===== src/hdl/drc_pkg.sv =====
// shared types, codes and reset constants for the display refresh coalescer
package drc_pkg;

  localparam int MAX_SLOTS_DEF = 8;
  localparam int ACNT_W        = 4;
  localparam int TIME_W        = 32;
  localparam int SPAN_W        = 24;
  localparam int CFG_IDX_W     = 3;

  localparam logic [2:0] CMD_TICK   = 3'd0;
  localparam logic [2:0] CMD_WRITE  = 3'd1;
  localparam logic [2:0] CMD_LAYOUT = 3'd2;
  localparam logic [2:0] CMD_INIT   = 3'd3;
  localparam logic [2:0] CMD_DONE   = 3'd4;

  localparam logic [CFG_IDX_W-1:0] CFG_QUIET    = 3'd0;
  localparam logic [CFG_IDX_W-1:0] CFG_MAXDEF   = 3'd1;
  localparam logic [CFG_IDX_W-1:0] CFG_MININT   = 3'd2;
  localparam logic [CFG_IDX_W-1:0] CFG_PLIMIT   = 3'd3;
  localparam logic [CFG_IDX_W-1:0] CFG_PERIODIC = 3'd4;
  localparam logic [CFG_IDX_W-1:0] CFG_MAINT    = 3'd5;

  localparam logic [SPAN_W-1:0] QUIET_RST    = 24'd1500;
  localparam logic [SPAN_W-1:0] MAXDEF_RST   = 24'd4000;
  localparam logic [SPAN_W-1:0] MININT_RST   = 24'd10000;
  localparam logic [7:0]        PLIMIT_RST   = 8'd5;
  localparam logic [SPAN_W-1:0] PERIODIC_RST = 24'd360000;
  localparam logic [SPAN_W-1:0] MAINT_RST    = 24'd0;

  localparam logic [7:0] PCOUNT_SAT = 8'd255;

  typedef struct packed {
    logic [SPAN_W-1:0] quiet_delay_ms;
    logic [SPAN_W-1:0] max_defer_ms;
    logic [SPAN_W-1:0] min_interval_ms;
    logic [7:0]        partial_limit;
    logic [SPAN_W-1:0] periodic_full_ms;
    logic [SPAN_W-1:0] maintenance_ms;
  } cfg_t;

  typedef struct packed {
    logic [2:0]        command;
    logic [TIME_W-1:0] now_ms;
    logic [7:0]        slot;
    logic [7:0]        requested_count;
    logic              was_full;
  } item_t;

  typedef struct packed {
    logic issue_refresh;
    logic issue_full;
    logic write_accepted;
    logic pending_now;
    logic busy_now;
  } result_t;

  // wrapping time difference against a span
  function automatic logic elapsed(input logic [TIME_W-1:0] now,
                                   input logic [TIME_W-1:0] stamp,
                                   input logic [SPAN_W-1:0] span);
    logic [TIME_W-1:0] diff;
    diff = now - stamp;
    return diff >= {{(TIME_W-SPAN_W){1'b0}}, span};
  endfunction

endpackage


===== src/hdl/drc_if.sv =====
// channel interfaces for items, results and register writes
interface drc_in_if;
  logic        valid;
  logic        ready;
  logic [2:0]  command;
  logic [31:0] now_ms;
  logic [7:0]  slot;
  logic [7:0]  requested_count;
  logic        was_full;

  modport source (output valid, command, now_ms, slot, requested_count, was_full,
                  input ready);
  modport sink (input valid, command, now_ms, slot, requested_count, was_full,
                output ready);
endinterface

interface drc_out_if;
  logic valid;
  logic ready;
  logic issue_refresh;
  logic issue_full;
  logic write_accepted;
  logic pending_now;
  logic busy_now;

  modport source (output valid, issue_refresh, issue_full, write_accepted, pending_now,
                  busy_now, input ready);
  modport sink (input valid, issue_refresh, issue_full, write_accepted, pending_now,
                busy_now, output ready);
endinterface

interface drc_cfg_if;
  logic        valid;
  logic        ready;
  logic [2:0]  index;
  logic [23:0] data;

  modport source (output valid, index, data, input ready);
  modport sink (input valid, index, data, output ready);
endinterface


===== src/hdl/display_refresh_coalescer.sv =====
// top level: input register, decision engine, result register, configuration bank
// an accepted item waits in the input register, then its result is captured in the result register
// throughput: one item per cycle while out_ch.ready drains results, set by the single decision stage
// while a finished result waits, one more item fills an empty input register, then input stalls
// reset (rst_n low, synchronous) empties both registers and restores all state and
// configuration to their defaults; no clearing pass is needed
module display_refresh_coalescer #(
  parameter int MAX_SLOTS = drc_pkg::MAX_SLOTS_DEF
) (
  input  logic     clk,
  input  logic     rst_n,
  drc_in_if.sink   in_ch,
  drc_out_if.source out_ch,
  drc_cfg_if.sink  cfg_ch
);

  drc_pkg::cfg_t    cfg;
  drc_pkg::item_t   in_item_r;
  logic             in_vld_r, in_vld_nxt;
  drc_pkg::result_t res;
  drc_pkg::result_t out_res_r;
  logic             out_vld_r, out_vld_nxt;
  logic             adv;
  logic             take;

  // item leaves the input register when the result slot is free or being drained
  assign adv  = in_vld_r && (!out_vld_r || out_ch.ready);
  assign take = in_ch.valid && in_ch.ready;
  assign in_ch.ready = !in_vld_r || adv;

  assign in_vld_nxt  = take || (in_vld_r && !adv);
  assign out_vld_nxt = adv || (out_vld_r && !out_ch.ready);

  drc_cfg u_cfg (
    .clk    (clk),
    .rst_n  (rst_n),
    .cfg_ch (cfg_ch),
    .cfg    (cfg)
  );

  drc_engine #(
    .MAX_SLOTS (MAX_SLOTS)
  ) u_engine (
    .clk   (clk),
    .rst_n (rst_n),
    .adv   (adv),
    .item  (in_item_r),
    .cfg   (cfg),
    .res   (res)
  );

  always_ff @(posedge clk) begin
    if (!rst_n) begin
      in_vld_r  <= 1'b0;
      out_vld_r <= 1'b0;
    end else begin
      in_vld_r  <= in_vld_nxt;
      out_vld_r <= out_vld_nxt;
    end
  end

  always_ff @(posedge clk) begin
    if (take) begin
      in_item_r.command         <= in_ch.command;
      in_item_r.now_ms          <= in_ch.now_ms;
      in_item_r.slot            <= in_ch.slot;
      in_item_r.requested_count <= in_ch.requested_count;
      in_item_r.was_full        <= in_ch.was_full;
    end
    if (adv) begin
      out_res_r <= res;
    end
  end

  assign out_ch.valid          = out_vld_r;
  assign out_ch.issue_refresh  = out_res_r.issue_refresh;
  assign out_ch.issue_full     = out_res_r.issue_full;
  assign out_ch.write_accepted = out_res_r.write_accepted;
  assign out_ch.pending_now    = out_res_r.pending_now;
  assign out_ch.busy_now       = out_res_r.busy_now;

endmodule


===== src/hdl/drc_cfg.sv =====
// configuration register bank
module drc_cfg (
  input  logic              clk,
  input  logic              rst_n,
  drc_cfg_if.sink           cfg_ch,
  output drc_pkg::cfg_t     cfg
);

  drc_pkg::cfg_t cfg_r;
  drc_pkg::cfg_t cfg_nxt;

  assign cfg_ch.ready = 1'b1;
  assign cfg = cfg_r;

  always_comb begin
    cfg_nxt = cfg_r;
    if (cfg_ch.valid) begin
      case (cfg_ch.index)
        drc_pkg::CFG_QUIET:    cfg_nxt.quiet_delay_ms   = cfg_ch.data;
        drc_pkg::CFG_MAXDEF:   cfg_nxt.max_defer_ms     = cfg_ch.data;
        drc_pkg::CFG_MININT:   cfg_nxt.min_interval_ms  = cfg_ch.data;
        drc_pkg::CFG_PLIMIT:   cfg_nxt.partial_limit    = cfg_ch.data[7:0];
        drc_pkg::CFG_PERIODIC: cfg_nxt.periodic_full_ms = cfg_ch.data;
        drc_pkg::CFG_MAINT:    cfg_nxt.maintenance_ms   = cfg_ch.data;
        default: ;
      endcase
    end
  end

  always_ff @(posedge clk) begin
    if (!rst_n) begin
      cfg_r.quiet_delay_ms   <= drc_pkg::QUIET_RST;
      cfg_r.max_defer_ms     <= drc_pkg::MAXDEF_RST;
      cfg_r.min_interval_ms  <= drc_pkg::MININT_RST;
      cfg_r.partial_limit    <= drc_pkg::PLIMIT_RST;
      cfg_r.periodic_full_ms <= drc_pkg::PERIODIC_RST;
      cfg_r.maintenance_ms   <= drc_pkg::MAINT_RST;
    end else begin
      cfg_r <= cfg_nxt;
    end
  end

endmodule


===== src/hdl/drc_engine.sv =====
// scheduler state and per-item decision logic
module drc_engine #(
  parameter int MAX_SLOTS = drc_pkg::MAX_SLOTS_DEF
) (
  input  logic              clk,
  input  logic              rst_n,
  input  logic              adv,
  input  drc_pkg::item_t    item,
  input  drc_pkg::cfg_t     cfg,
  output drc_pkg::result_t  res
);

  localparam logic [7:0]                 MaxSlots8 = 8'(MAX_SLOTS);
  localparam logic [drc_pkg::ACNT_W-1:0] MaxSlotsA = drc_pkg::ACNT_W'(MAX_SLOTS);

  logic                        initialized_r, initialized_nxt;
  logic                        busy_r, busy_nxt;
  logic                        has_data_r, has_data_nxt;
  logic                        pending_r, pending_nxt;
  logic [drc_pkg::ACNT_W-1:0]  active_count_r, active_count_nxt;
  logic [drc_pkg::TIME_W-1:0]  first_update_time_r, first_update_time_nxt;
  logic [drc_pkg::TIME_W-1:0]  last_update_time_r, last_update_time_nxt;
  logic [drc_pkg::TIME_W-1:0]  last_refresh_time_r, last_refresh_time_nxt;
  logic [drc_pkg::TIME_W-1:0]  last_full_time_r, last_full_time_nxt;
  logic [7:0]                  partial_count_r, partial_count_nxt;

  logic wr_ok;
  logic sched;
  logic tick_go;
  logic per_on;
  logic per_due;
  logic fire;
  logic full;
  logic issue;

  assign wr_ok = (item.slot != 8'd0) &&
                 (item.slot <= {{(8-drc_pkg::ACNT_W){1'b0}}, active_count_r});
  assign sched = ((item.command == drc_pkg::CMD_WRITE) && wr_ok) ||
                 ((item.command == drc_pkg::CMD_LAYOUT) && has_data_r);
  assign tick_go = (item.command == drc_pkg::CMD_TICK) && initialized_r && !busy_r &&
                   has_data_r &&
                   drc_pkg::elapsed(item.now_ms, last_refresh_time_r, cfg.min_interval_ms);
  assign per_on  = cfg.periodic_full_ms != '0;
  assign per_due = per_on &&
                   drc_pkg::elapsed(item.now_ms, last_full_time_r, cfg.periodic_full_ms);

  always_comb begin
    fire = 1'b0;
    full = 1'b1;
    if (pending_r) begin
      fire = drc_pkg::elapsed(item.now_ms, last_update_time_r, cfg.quiet_delay_ms) ||
             drc_pkg::elapsed(item.now_ms, first_update_time_r, cfg.max_defer_ms);
      full = per_due || (partial_count_r >= cfg.partial_limit);
    end else if (per_on) begin
      fire = per_due;
    end else if (cfg.maintenance_ms != '0) begin
      fire = drc_pkg::elapsed(item.now_ms, last_refresh_time_r, cfg.maintenance_ms);
    end
  end

  assign issue = tick_go && fire;

  always_comb begin
    initialized_nxt       = initialized_r;
    busy_nxt              = busy_r;
    has_data_nxt          = has_data_r;
    pending_nxt           = pending_r;
    active_count_nxt      = active_count_r;
    first_update_time_nxt = first_update_time_r;
    last_update_time_nxt  = last_update_time_r;
    last_refresh_time_nxt = last_refresh_time_r;
    last_full_time_nxt    = last_full_time_r;
    partial_count_nxt     = partial_count_r;

    case (item.command)
      drc_pkg::CMD_WRITE: begin
        if (wr_ok) has_data_nxt = 1'b1;
      end
      drc_pkg::CMD_LAYOUT: begin
        if (item.requested_count == 8'd0) begin
          active_count_nxt = drc_pkg::ACNT_W'(1);
        end else if (item.requested_count > MaxSlots8) begin
          active_count_nxt = MaxSlotsA;
        end else begin
          active_count_nxt = item.requested_count[drc_pkg::ACNT_W-1:0];
        end
      end
      drc_pkg::CMD_TICK: begin
        if (issue) begin
          busy_nxt = 1'b1;
          if (pending_r) pending_nxt = 1'b0;
        end
      end
      drc_pkg::CMD_INIT: begin
        last_refresh_time_nxt = item.now_ms;
        last_full_time_nxt    = item.now_ms;
        partial_count_nxt     = 8'd0;
        initialized_nxt       = 1'b1;
        busy_nxt              = 1'b0;
      end
      drc_pkg::CMD_DONE: begin
        last_refresh_time_nxt = item.now_ms;
        if (item.was_full) begin
          last_full_time_nxt = item.now_ms;
          partial_count_nxt  = 8'd0;
        end else if (partial_count_r != drc_pkg::PCOUNT_SAT) begin
          partial_count_nxt = partial_count_r + 8'd1;
        end
        busy_nxt = 1'b0;
      end
      default: ;
    endcase

    // opening or extending a defer window
    if (sched) begin
      if (!pending_r) first_update_time_nxt = item.now_ms;
      last_update_time_nxt = item.now_ms;
      pending_nxt          = 1'b1;
    end
  end

  always_comb begin
    res.issue_refresh  = issue;
    res.issue_full     = issue && full;
    res.write_accepted = (item.command == drc_pkg::CMD_WRITE) && wr_ok;
    res.pending_now    = pending_nxt;
    res.busy_now       = busy_nxt;
  end

  always_ff @(posedge clk) begin
    if (!rst_n) begin
      initialized_r       <= 1'b0;
      busy_r              <= 1'b0;
      has_data_r          <= 1'b0;
      pending_r           <= 1'b0;
      active_count_r      <= drc_pkg::ACNT_W'(1);
      first_update_time_r <= '0;
      last_update_time_r  <= '0;
      last_refresh_time_r <= '0;
      last_full_time_r    <= '0;
      partial_count_r     <= 8'd0;
    end else if (adv) begin
      initialized_r       <= initialized_nxt;
      busy_r              <= busy_nxt;
      has_data_r          <= has_data_nxt;
      pending_r           <= pending_nxt;
      active_count_r      <= active_count_nxt;
      first_update_time_r <= first_update_time_nxt;
      last_update_time_r  <= last_update_time_nxt;
      last_refresh_time_r <= last_refresh_time_nxt;
      last_full_time_r    <= last_full_time_nxt;
      partial_count_r     <= partial_count_nxt;
    end
  end

  a_count_range: assert property (@(posedge clk) disable iff (!rst_n)
    (active_count_r != '0) && (active_count_r <= MaxSlotsA))
    else $error("active count out of range");

  a_issue_busy: assert property (@(posedge clk) disable iff (!rst_n)
    adv && res.issue_refresh |=> busy_r && !initialized_r == 1'b0)
    else $error("issued refresh did not mark busy");

  a_write_window: assert property (@(posedge clk) disable iff (!rst_n)
    adv && res.write_accepted |=> has_data_r && pending_r &&
      (last_update_time_r == $past(item.now_ms)))
    else $error("accepted write did not open defer window");

  a_init_clear: assert property (@(posedge clk) disable iff (!rst_n)
    adv && (item.command == drc_pkg::CMD_INIT) |=>
      initialized_r && !busy_r && (partial_count_r == 8'd0))
    else $error("init done not applied");

  a_hold: assert property (@(posedge clk) disable iff (!rst_n)
    !adv |=> $stable(pending_r) && $stable(busy_r) && $stable(partial_count_r))
    else $error("state moved without an item");

endmodule


===== src/flat_wrapper.sv =====
// flat-port wrapper written by rule: the top's interface ports become plain ports
module display_refresh_coalescer_flat 
#(
  parameter int MAX_SLOTS = drc_pkg::MAX_SLOTS_DEF
)
  (clk, rst_n, in_ch_valid, in_ch_command, in_ch_now_ms, in_ch_slot, in_ch_requested_count, in_ch_was_full, in_ch_ready, out_ch_valid, out_ch_issue_refresh, out_ch_issue_full, out_ch_write_accepted, out_ch_pending_now, out_ch_busy_now, out_ch_ready, cfg_ch_valid, cfg_ch_index, cfg_ch_data, cfg_ch_ready);
  drc_in_if in_ch_i ();
  drc_out_if out_ch_i ();
  drc_cfg_if cfg_ch_i ();
  input  logic clk;
  input  logic rst_n;
  input wire logic [$bits(in_ch_i.valid)-1:0] in_ch_valid;
  input wire logic [$bits(in_ch_i.command)-1:0] in_ch_command;
  input wire logic [$bits(in_ch_i.now_ms)-1:0] in_ch_now_ms;
  input wire logic [$bits(in_ch_i.slot)-1:0] in_ch_slot;
  input wire logic [$bits(in_ch_i.requested_count)-1:0] in_ch_requested_count;
  input wire logic [$bits(in_ch_i.was_full)-1:0] in_ch_was_full;
  output wire logic [$bits(in_ch_i.ready)-1:0] in_ch_ready;
  output wire logic [$bits(out_ch_i.valid)-1:0] out_ch_valid;
  output wire logic [$bits(out_ch_i.issue_refresh)-1:0] out_ch_issue_refresh;
  output wire logic [$bits(out_ch_i.issue_full)-1:0] out_ch_issue_full;
  output wire logic [$bits(out_ch_i.write_accepted)-1:0] out_ch_write_accepted;
  output wire logic [$bits(out_ch_i.pending_now)-1:0] out_ch_pending_now;
  output wire logic [$bits(out_ch_i.busy_now)-1:0] out_ch_busy_now;
  input wire logic [$bits(out_ch_i.ready)-1:0] out_ch_ready;
  input wire logic [$bits(cfg_ch_i.valid)-1:0] cfg_ch_valid;
  input wire logic [$bits(cfg_ch_i.index)-1:0] cfg_ch_index;
  input wire logic [$bits(cfg_ch_i.data)-1:0] cfg_ch_data;
  output wire logic [$bits(cfg_ch_i.ready)-1:0] cfg_ch_ready;
  assign in_ch_i.valid = in_ch_valid;
  assign in_ch_i.command = in_ch_command;
  assign in_ch_i.now_ms = in_ch_now_ms;
  assign in_ch_i.slot = in_ch_slot;
  assign in_ch_i.requested_count = in_ch_requested_count;
  assign in_ch_i.was_full = in_ch_was_full;
  assign in_ch_ready = in_ch_i.ready;
  assign out_ch_valid = out_ch_i.valid;
  assign out_ch_issue_refresh = out_ch_i.issue_refresh;
  assign out_ch_issue_full = out_ch_i.issue_full;
  assign out_ch_write_accepted = out_ch_i.write_accepted;
  assign out_ch_pending_now = out_ch_i.pending_now;
  assign out_ch_busy_now = out_ch_i.busy_now;
  assign out_ch_i.ready = out_ch_ready;
  assign cfg_ch_i.valid = cfg_ch_valid;
  assign cfg_ch_i.index = cfg_ch_index;
  assign cfg_ch_i.data = cfg_ch_data;
  assign cfg_ch_ready = cfg_ch_i.ready;
  display_refresh_coalescer #(.MAX_SLOTS(MAX_SLOTS)) u_core (.clk(clk), .rst_n(rst_n), .in_ch(in_ch_i), .out_ch(out_ch_i), .cfg_ch(cfg_ch_i));
endmodule

===== config.mk =====
export PLATFORM = sky130hd
export DESIGN_NAME = display_refresh_coalescer_flat
export DESIGN_NICKNAME = d
export VERILOG_FILES = /design/src/hdl/drc_pkg.sv /design/src/hdl/drc_if.sv /design/src/hdl/display_refresh_coalescer.sv /design/src/hdl/drc_cfg.sv /design/src/hdl/drc_engine.sv /design/src/flat_wrapper.sv
export SDC_FILE = /design/constraint.sdc
export NUM_CORES = 1
export LEC_CHECK = 0
export BUFFER_PORTS_ARGS = -buffer_cell sky130_fd_sc_hd__buf_2
export CAP_MARGIN = 15
export CORE_MARGIN = 2
export CORE_UTILIZATION = 50
export DETAILED_ROUTE_END_ITERATION = 6
export GPL_ROUTABILITY_DRIVEN = 0
export MAX_ROUTING_LAYER = met4
export PLACE_DENSITY_LB_ADDON = 0.2
export RECOVER_POWER = 50
export SETUP_SLACK_MARGIN = 0.05
export SYNTH_ARGS = -nofsm -noshare
export SYNTH_HDL_FRONTEND = slang
export SYNTH_SLANG_ARGS = --single-unit
export TNS_END_PERCENT = 50

===== constraint.sdc =====
create_clock -name clk -period 4.5 [get_ports clk]
set_input_delay 0.675 -clock clk [delete_from_list [all_inputs] [get_ports clk]]
set_output_delay 0.675 -clock clk [all_outputs]
set_load 0.05 [all_outputs]

Word level (Yosys, flattened, before mapping):

Cells that the tools add are included.

* register bits after elaboration: 331
* bits in latches: 0
* memory bits (writable): 0
* ROM bits: 0
* bits of input ports: 84
* output and inout port bits: 8
* logic and storage cells: 118
* memories kept: 0

* add/subtract/negate cells: 5
* multipliers: 0
* divide/modulo/power cells: 0
* $lt $le $gt $ge: 8
* equality and inequality tests: 12
* shifts and indexed selects: 0
* multiplexer cells: 16
* bitwise operators: 1
* reductions and logical operators: 48

Operators by type and width (number)
* $ge 32x24->1: 5
* $sub 32x32->32: 4
* $pmux 32 s2: 1
* $reduce_bool 24->1: 2
* $mux 32: 1
* $reduce_and 2->1: 10
* $mux 8: 2
* $pmux 8 s2: 1
* $logic_and 1x1->1: 14
* $eq 3x2->1 const B: 4
* $reduce_and 3->1: 4
* $eq 3x3->1 const B: 3
* $add 8x1->8 const B: 1
* $ge 8x8->1: 1
* $gt 8x4->1 const B: 1
* $le 8x4->1: 1
* $logic_not 8->1: 1
* $mux 1: 8
* $mux 4: 2
* $ne 8x8->1 const B: 1
* $reduce_bool 8->1: 1
* $logic_or 1x1->1: 7
* $eq 3x1->1 const B: 2
* $logic_not 3->1: 2
* other kinds (7): 11

Longest topological paths before layout:

Gate-level depths: netlist (run 1).

* depth in word-level cells: 9
* mapped depth: 23
* mapped depth without buffers: 23

Hierarchy:

From an unflattened synthesis (run 1), not the netlist that was laid out.

* cells, all modules: 2793
* area, all modules: 22793.1 µm²

By module, submodules not included
* drc_engine: instances 1, cells each 2258, area each 16052.9 µm², seq. area each 2882.8 µm²
* drc_cfg: instances 1, cells each 469, area each 4924.7 µm², seq. area each 2562.5 µm²
* display_refresh_coalescer: instances 1, cells each 66, area each 1815.5 µm², seq. area each 1751.7 µm²

Worst setup path before layout (run 1):

No wires, ideal clock.

* path type: reg-to-reg
* start point: register u_core.in_item_r[17] (netlist name)
* end point: register u_core.out_res_r (netlist bit u_core.out_ch.busy_now), data pin
* setup time: 267 ps
* arrival: 4677 ps
* data required time: 4233 ps
* path slack: -444 ps
* cell stages (with the launch flop): 23
* buffers on the path: 0
* clock period less this slack: 4944 ps
* path through: edfxtp_1 inv_1 ha_1 inv_1 fa_1 a21o_1 a221oi_1 nor2_1 a21oi_1 nor2_1 o21ai_0 nor2b_1 xnor2_1 ha_1 nand4_1 a21oi_1 a2111oi_0 o2111ai_1 or4_1 nor4_1 and4_1 o2111a_1 o21ai_1

RTL lines
* start: declaration: line display_refresh_coalescer.sv:18 `drc_pkg::item_t in_item_r;`
* end signal: assignment: line display_refresh_coalescer.sv:71 `out_res_r <= res;`
* end: declaration: line display_refresh_coalescer.sv:21 `drc_pkg::result_t out_res_r;`

==> flow_metrics.tcl, run 1 <==
set metrics [dict create \
    status "complete, but fails checks" \
    violations "capacitance limit, slew limit, setup timing" \
    placed_cells 3826 \
    r2r-start "u_core.in_item_r[17]" \
    cts_tree "yes" \
    rsz0062_at_grt "true" \
    maxSlewHeadroom_pct -98.0 \
    crit_slowest_cell "or4b_4" \
    portBuffers 90 \
    ant_nets 0 \
    min_period_ns 5.26 \
    cts_buffer_depth 3 \
    synth_edf_count 57 \
    clk_pin_slew_ns 0.06 \
    worstSetupPathType "reg -> reg" \
    worst_pin_slew_ns 2.97 \
    synthArstFlopShare_pct 0 \
    critPathMaxStageDelay_ns 0.50 \
    total_leakage_power_uw 0.0109 \
    hp-class "in -> reg" \
    areaGrowthSynthToFinish_pct 24.5 \
    met1_usage_pct 37.7 \
    netlist_area_sq_um 22200 \
    wl_um 69900 \
    grt_max_degree 91 \
    die_w_um 215 \
    cts.sinks 331 \
    drc 0 \
    firstDrtPassIters 7 \
    grt_busiest_layer "met2" \
    arrival_ns 5.57 \
    use_met2_pct 50.1 \
    final_hold_viol_count 0 \
    clk_latency_ns 0.59 \
    cts-root-buf "clkbuf_16" \
    die_area_sq_um 46100 \
    grt_pass1_vias 21900 \
    skew_ns 0.0368 \
    min_from "in_ch_now_ms[6]" \
    synth_flop_cell "dfxtp_1" \
    setup_viol 6 \
    hold_end "u_core.in_item_r[23]" \
    detailed_place_hpwl_um 53400 \
    die_y_um 215 \
    coreArea_sq_um 44000 \
    synth-xor-area-share_pct 4.19 \
    fin_nets 3630 \
    r2r_cells 25 \
    synth_compound_area_share_pct 21.7 \
    fin_area_sq_um 27600 \
    synth_cell_types 89 \
    finalHoldWorstSlack_ns 0.255 \
    crit_fanout 4 \
    rr_endpoint "u_core.out_ch.busy_now" \
    synth_fa_ha_area_share_pct 14.9 \
    dpl_cell_area_sq_um 25900 \
    synth_top_family_by_area "compound AO/OA/AOI/OAI gates" \
    io_pins 92 \
    hold_buffers 0 \
    synth_seq_cells 331 \
    fmax_ghz 0.190 \
    antenna_cells 0 \
    fp-row-count 77 \
    cp-start-kind "flip-flop" \
    yosysSeqAreaShare_pct 32.4 \
    drive_gt1_share_pct 18.4 \
    initial_core_util_pct 50.4 \
    max_cap_violations 3 \
    critPathCaptureType "flip-flop" \
    p_per_area_nw_per_um2 308 \
    yosysWarnings 0 \
    netlist_top_cells_area "dfxtp_1 25%, ha_1 14%, nand2_1 11%" \
    ir_drop_mv 0.332 \
    yosys.area.top_type_share_pct 24.7 \
    final_cells 3909 \
    crit_buf_inv 4 \
    fin_crit_sh_pct 117 \
    syn-num-nets 3221 \
    vias 22200 \
    htreeDepth 2 \
    met3_usage_pct 3.40 \
    synth_largest_area_cell "dfxtp_1" \
    nFillCells 3931 \
    drt-wirelength-per-cell_um 17.9 \
    fin_ws_ns -0.758 \
    first_iter_violations 1666 \
    grt.overflow.total 0 \
    grt_pass1_wl_um 110000 \
    cp.depth 25 \
    cts_buffers 40 \
    synthMuxAreaShare_pct 0.231 \
    cp.required_ns 4.81 \
    synth_simple_gate_area_share_pct 19.8 \
    reg2reg_slack_ns -0.76 \
    viasPerCell 5.68 \
    cp_top_family "compound AO/OA/AOI/OAI gates" \
    antenna_found_initial 0 \
    report.final.slew_viol_count 150 \
    synth_area_per_cell_sq_um 7.71 \
    grt_usage_pct 30.6 \
    synthCells 2876 \
    hold_depth 1 \
]
[per-layer routing]
metal,vias to the layer above,share of wire [%]
li1,10800,-
met1,10500,42
met2,720,46
met3,174,6.7
met4,0,4.6
met5,-,0
[cells in the mapped netlist (26+ instances only)]
master / n
nand2_1: 622
a21o_1: 59
o21a_1: 32
clkbuf_1: 111
ha_1: 257
xor2_1: 43
nor4_1: 26
nor2_1: 115
nor3_1: 27
a21oi_1: 387
xnor2_1: 63
edfxtp_1: 57
o21ai_0: 87
nand4_1: 54
nand3_1: 42
dfxtp_1: 274
inv_1: 279
o211ai_1: 41
[power breakdown]
part	internal [uW]	leakage, uW	total (uW)	switching [uW]
Sequential	3090	0.00277	3150	63.0
Combinational	856	0.00744	1910	1060
Clock	2100	0.000669	3450	1360
Total	6040	0.0109	8520	2480
[cell type report]
class	count	area [sq um]	area share, %
multi-input combinational	2149	13800	50.1
sequential	331	7200	26.1
timing repair buffer	483	3380	12.2
clock buffer	59	1160	4.22
inverter	280	1050	3.81
tap	592	741	2.68
clock inverter	15	243	0.879
[worst max path at each step]
stage                               startpoint                       end  slack, ns
after floorplan           u_core.in_item_r[17]    u_core.out_ch.busy_now      -0.13
after global placement    u_core.in_item_r[27]    u_core.out_ch.busy_now      -0.69
after detailed placement  u_core.in_item_r[23]    u_core.out_ch.busy_now      -0.89
after CTS                 u_core.in_item_r[17]  u_core.out_ch.issue_full      -0.71
after global routing      u_core.in_item_r[17]  u_core.out_ch.issue_full      -0.97
final                     u_core.in_item_r[17]    u_core.out_ch.busy_now      -0.76
[logic make-up after synthesis]
logic type,count (synthesis)
DFF,331
other,1
muxes,5
xor gates and xnor gates,106
buffers and inverters,396
adders and majority gates,261
AOI/OAI and AO/OA,777
and+or+nand+nor,999
[worst reg2reg max path, cell delays in order (launching register included)]
cell and delay (ns):
edfxtp_1 0.42, inv_4 0.14, ha_4 0.16, inv_2 0.04, fa_2 0.37, a211oi_4 0.25
o211ai_1 0.13, a21boi_2 0.18, a21o_1 0.18, a21o_1 0.19, nand3_1 0.08, nand2_1 0.06
xor2_1 0.14, ha_1 0.28, nand4_1 0.13, or4_1 0.13, nor3_1 0.04, nor4_1 0.23
buf_4 0.19, nor4bb_4 0.05, or4b_4 0.50, a2111oi_4 0.37, buf_4 0.21, a21oi_4 0.07
o311ai_4 0.36, o21ai_1 0.11
[registers in the layout (all words and copies together), names as in the netlist, 4 cells and up]
signal,count
u_core.u_cfg.cfg,128
u_core.in_item_r,52
u_core.u_engine.first_update_time_r,32
u_core.u_engine.last_full_time_r,32
u_core.u_engine.last_refresh_time_r,32
u_core.u_engine.last_update_time_r,32
u_core.u_engine.partial_count_r,8
u_core.u_engine.active_count_r,4
[placed cells by master (no fill, tap or decap), types with 6 or more instances in the layout]
cell type	Yosys	final
xnor2_1	63	63
ha_1	257	253
nor2b_1	20	18
a211oi_1	20	18
buf_2	0	81
nand4_1	54	54
o2111ai_1	9	6
nand2b_1	20	20
nor4_1	26	24
a31oi_1	14	13
nand3_1	42	42
o21a_1	32	32
inv_1	279	278
clkbuf_1	111	24
a21oi_2	3	8
o21ai_0	87	82
nor2_1	115	112
o211ai_1	41	41
buf_4	1	385
and2_1	8	6
xor2_1	43	43
or3_1	10	10
or2_2	9	9
o21bai_1	13	13
a21oi_1	387	381
and3_1	20	19
edfxtp_1	57	57
nand2_1	622	621
a211o_1	7	7
a21o_1	59	59
o21ai_1	7	11
o31ai_1	13	12
nor3_1	27	26
clkbuf_16	0	42
dfxtp_1	274	274
and4_1	7	7
[through the flow]
step / utilization (%) / worst slack (ns) / TNS [ns] / total power (uW)
final: 62.7 / -0.758 / -4.13 / 8520
after floorplan: - / -0.133 / -0.572 / 4270
after CTS: 62.3 / -0.706 / -3.90 / 8520
after detailed placement: 58.9 / -0.890 / -5.01 / 5050
after global routing: 62.7 / -0.972 / -16.95 / 8870
after global placement: 58.9 / -0.693 / -3.70 / 4990
[timing repair]
action,CTS,global route
resized for setup,19,29
pin swaps,4,16
buffers inserted,3,6
setup endpoints to repair,6,6
(Power assumes the default switching activity.)
==> run 2: changes to the inputs <==
- CAP_MARGIN: 15 -> 20
- clock period: 4.5 -> 6.6 ns (I/O delays scaled with it)
==> run 2 against run 1 <==
  * The flow finishes with violations (capacitance limit, slew limit)
  * First-iteration DRC count fell by 5.6%
  * Register-to-register slack improved by 1.4 ns
  * Hold slack improved by 0.20 ns
  * Sequential power fell by 31%
  * Cell area fell by 12%
  * Count of clock-buffer cells in the layout fell by 2
  * Non-clock buffer count fell by 373
  * Clock skew fell by 0.023 ns
  * Global-route usage fell by 2.0 points
  * Largest cell class unchanged
==> flow_metrics.tcl, run 2 (synthesis results as in run 1) <==
set metrics [dict create \
    hp-class "reg -> reg" \
    wl_um 65700 \
    die_area_sq_um 46100 \
    antenna_cells 0 \
    grt_pass1_wl_um 103000 \
    die_y_um 215 \
    rsz0062_at_grt "false" \
    io_pins 92 \
    total_power_uw 5500 \
    total_leakage_power_uw 0.00906 \
    report.final.slew_viol_count 219 \
    grt_pass1_vias 19700 \
    crit_fanout 5 \
    arrival_ns 6.24 \
    detailed_place_hpwl_um 49800 \
    grt.overflow.total 0 \
    max_cap_violations 4 \
    r2r_cells 22 \
    postCtsSetupBuffers 0 \
    coreArea_sq_um 44000 \
    cts_buffer_depth 3 \
    cts_resized 0 \
    rr_endpoint "u_core.out_ch.issue_full" \
    p_clk_share_pct 42.1 \
    tns_ns 0 \
    final_hold_viol_count 0 \
    drc 0 \
    hold_end "u_core.u_engine.last_full_time_r[14]" \
    status "complete, but fails checks" \
    vias 20700 \
    utilization_pct 55.5 \
    reg2reg_slack_ns 0.66 \
    cts_tree "yes" \
    cts_buffers 40 \
    drive_gt1_share_pct 6.86 \
    hold_depth 2 \
    dpl_cell_area_sq_um 23100 \
    antenna_found_initial 0 \
    crit_slowest_cell "a221oi_1" \
    htreeDepth 2 \
    firstDrtPassIters 6 \
    fp-row-count 77 \
    cts-root-buf "clkbuf_16" \
    final_cell_mix "622 x nand2_1, 387 x a21oi_1, 279 x inv_1" \
    ir_drop_mv 0.204 \
    clk_latency_ns 0.58 \
    fin_area_sq_um 24400 \
    cp-start-kind "flip-flop" \
    r2r-start "u_core.in_item_r[17]" \
    areaGrowthSynthToFinish_pct 10.2 \
    switchingPower_uw 1620 \
    met1_usage_pct 36.4 \
    crit_chain "inv_1 -> ha_1 -> inv_1 -> fa_1 -> a21o_1 -> a221oi_1 -> nor2_1 -> a21oi_1 -> nor2_1 -> o21ai_0 -> nor2b_1 -> xnor2_1 -> ha_1 -> nand4_1 -> a21oi_1 -> a2111oi_0 -> o2111ai_1 -> or4_1 -> nor4_1 -> and4_1 -> o2111a_1 -> a311oi_1" \
    fin_crit_sh_pct 90.1 \
    final_common_cell "nand2_1" \
    worstSetupPathType "reg -> reg" \
    viasPerCell 5.85 \
    grt_usage_pct 28.6 \
    critPathMaxStageDelay_ns 0.57 \
    p_per_area_nw_per_um2 225 \
    initial_core_util_pct 50.4 \
    p_int_uw 3880 \
    fmax_ghz 0.168 \
    grt_busiest_layer "met2" \
    min_from "u_core.u_engine.last_full_time_r[14]" \
    maxSlewHeadroom_pct -159 \
    pwr-share-comb_pct 18.6 \
    setup_viol 0 \
    skew_ns 0.0142 \
    pwr-share-seq_pct 39.3 \
    largest_register_ffs 128 \
    grt_max_degree 103 \
    switching_share_pct 29.4 \
    cp.required_ns 6.90 \
    violations "capacitance limit, slew limit" \
    first_iter_violations 1573 \
    portBuffers 90 \
    nFillCells 4174 \
    ant_nets 0 \
    die_w_um 215 \
    hold_buffers 0 \
    worst_pin_slew_ns 3.86 \
    use_met2_pct 46.2 \
    clk_pin_slew_ns 0.06 \
    cts.sinks 331 \
    critPathCaptureType "flip-flop" \
    met3_usage_pct 4.21 \
    min_period_ns 5.94 \
    drt-wirelength-per-cell_um 18.6 \
    fin_nets 3257 \
]
==> run 2: cell types whose count changed in the layout (fill, tap and decap cells not counted), sizes merged <==
| cell | change |
|---|---|
| inv | +3 |
| bufinv | -1 |
| clkinvlp | -2 |
| clkbuf | -11 |
| buf | -364 |
| clkinv | +1 |
==> run 2: final cells by class <==
| type | instances | area (sq um) | share of cell area (%) |
|---|---|---|---|
| multi-input combinational | 2149 | 13500 | 55.2 |
| sequential | 331 | 7200 | 29.5 |
| clock buffer | 57 | 1160 | 4.73 |
| inverter | 280 | 1050 | 4.31 |
| tap | 592 | 741 | 3.03 |
| timing repair buffer | 110 | 579 | 2.37 |
| clock inverter | 16 | 214 | 0.876 |
==> run 2: per-layer routing <==
metal | share of wire (%) | vias to the layer above
li1 | - | 10100
met1 | 43 | 9691
met2 | 45 | 757
met3 | 7.7 | 173
met4 | 3.6 | 0
met5 | 0 | -
==> run 2: worst max-delay path, delay by kind of cell (launching register included) <==
kind | cells | cell delay [ns]
xor gates and xnor gates | 1 | 0.13
DFF | 1 | 0.45
AOI/OAI and AO/OA | 9 | 2.27
adders and majority gates | 3 | 0.86
buffers and inverters | 2 | 0.28
and+or+nand+nor | 7 | 1.65
==> run 2: power groups by stage <==
stage	clock network, uW	logic, uW	registers (uW)
floorplan	0	719	2180
global placement	0	975	2200
detailed placement	0	1000	2200
CTS	2360	1010	2160
global route	2430	1130	2170
finish	2320	1020	2160
==> run 2: worst max path at each step <==
stage / start / to / slack, ns
final: u_core.in_item_r[17] / u_core.out_ch.issue_full / 0.66
after global routing: rst_n / u_core.u_engine.last_refresh_time_r[15] / 0.30
after CTS: u_core.in_item_r[17] / u_core.out_ch.busy_now / 0.75
after detailed placement: u_core.in_item_r[17] / u_core.out_ch.issue_full / 0.77
after global placement: u_core.in_item_r[17] / u_core.out_ch.issue_full / 0.95
after floorplan: u_core.in_item_r[17] / u_core.out_ch.busy_now / 1.66
==> run 2: metrics by stage <==
| step | hold WS (ns) | setup slack [ns] | cells |
|---|---|---|---|
| global placement | 0.441 | 0.952 | 3461 |
| finish | 0.453 | 0.657 | 3535 |
| global route | 0.466 | 0.301 | 3535 |
| floorplan | 0.436 | 1.66 | 2876 |
| detailed placement | 0.446 | 0.774 | 3461 |
| CTS | 0.454 | 0.748 | 3534 |
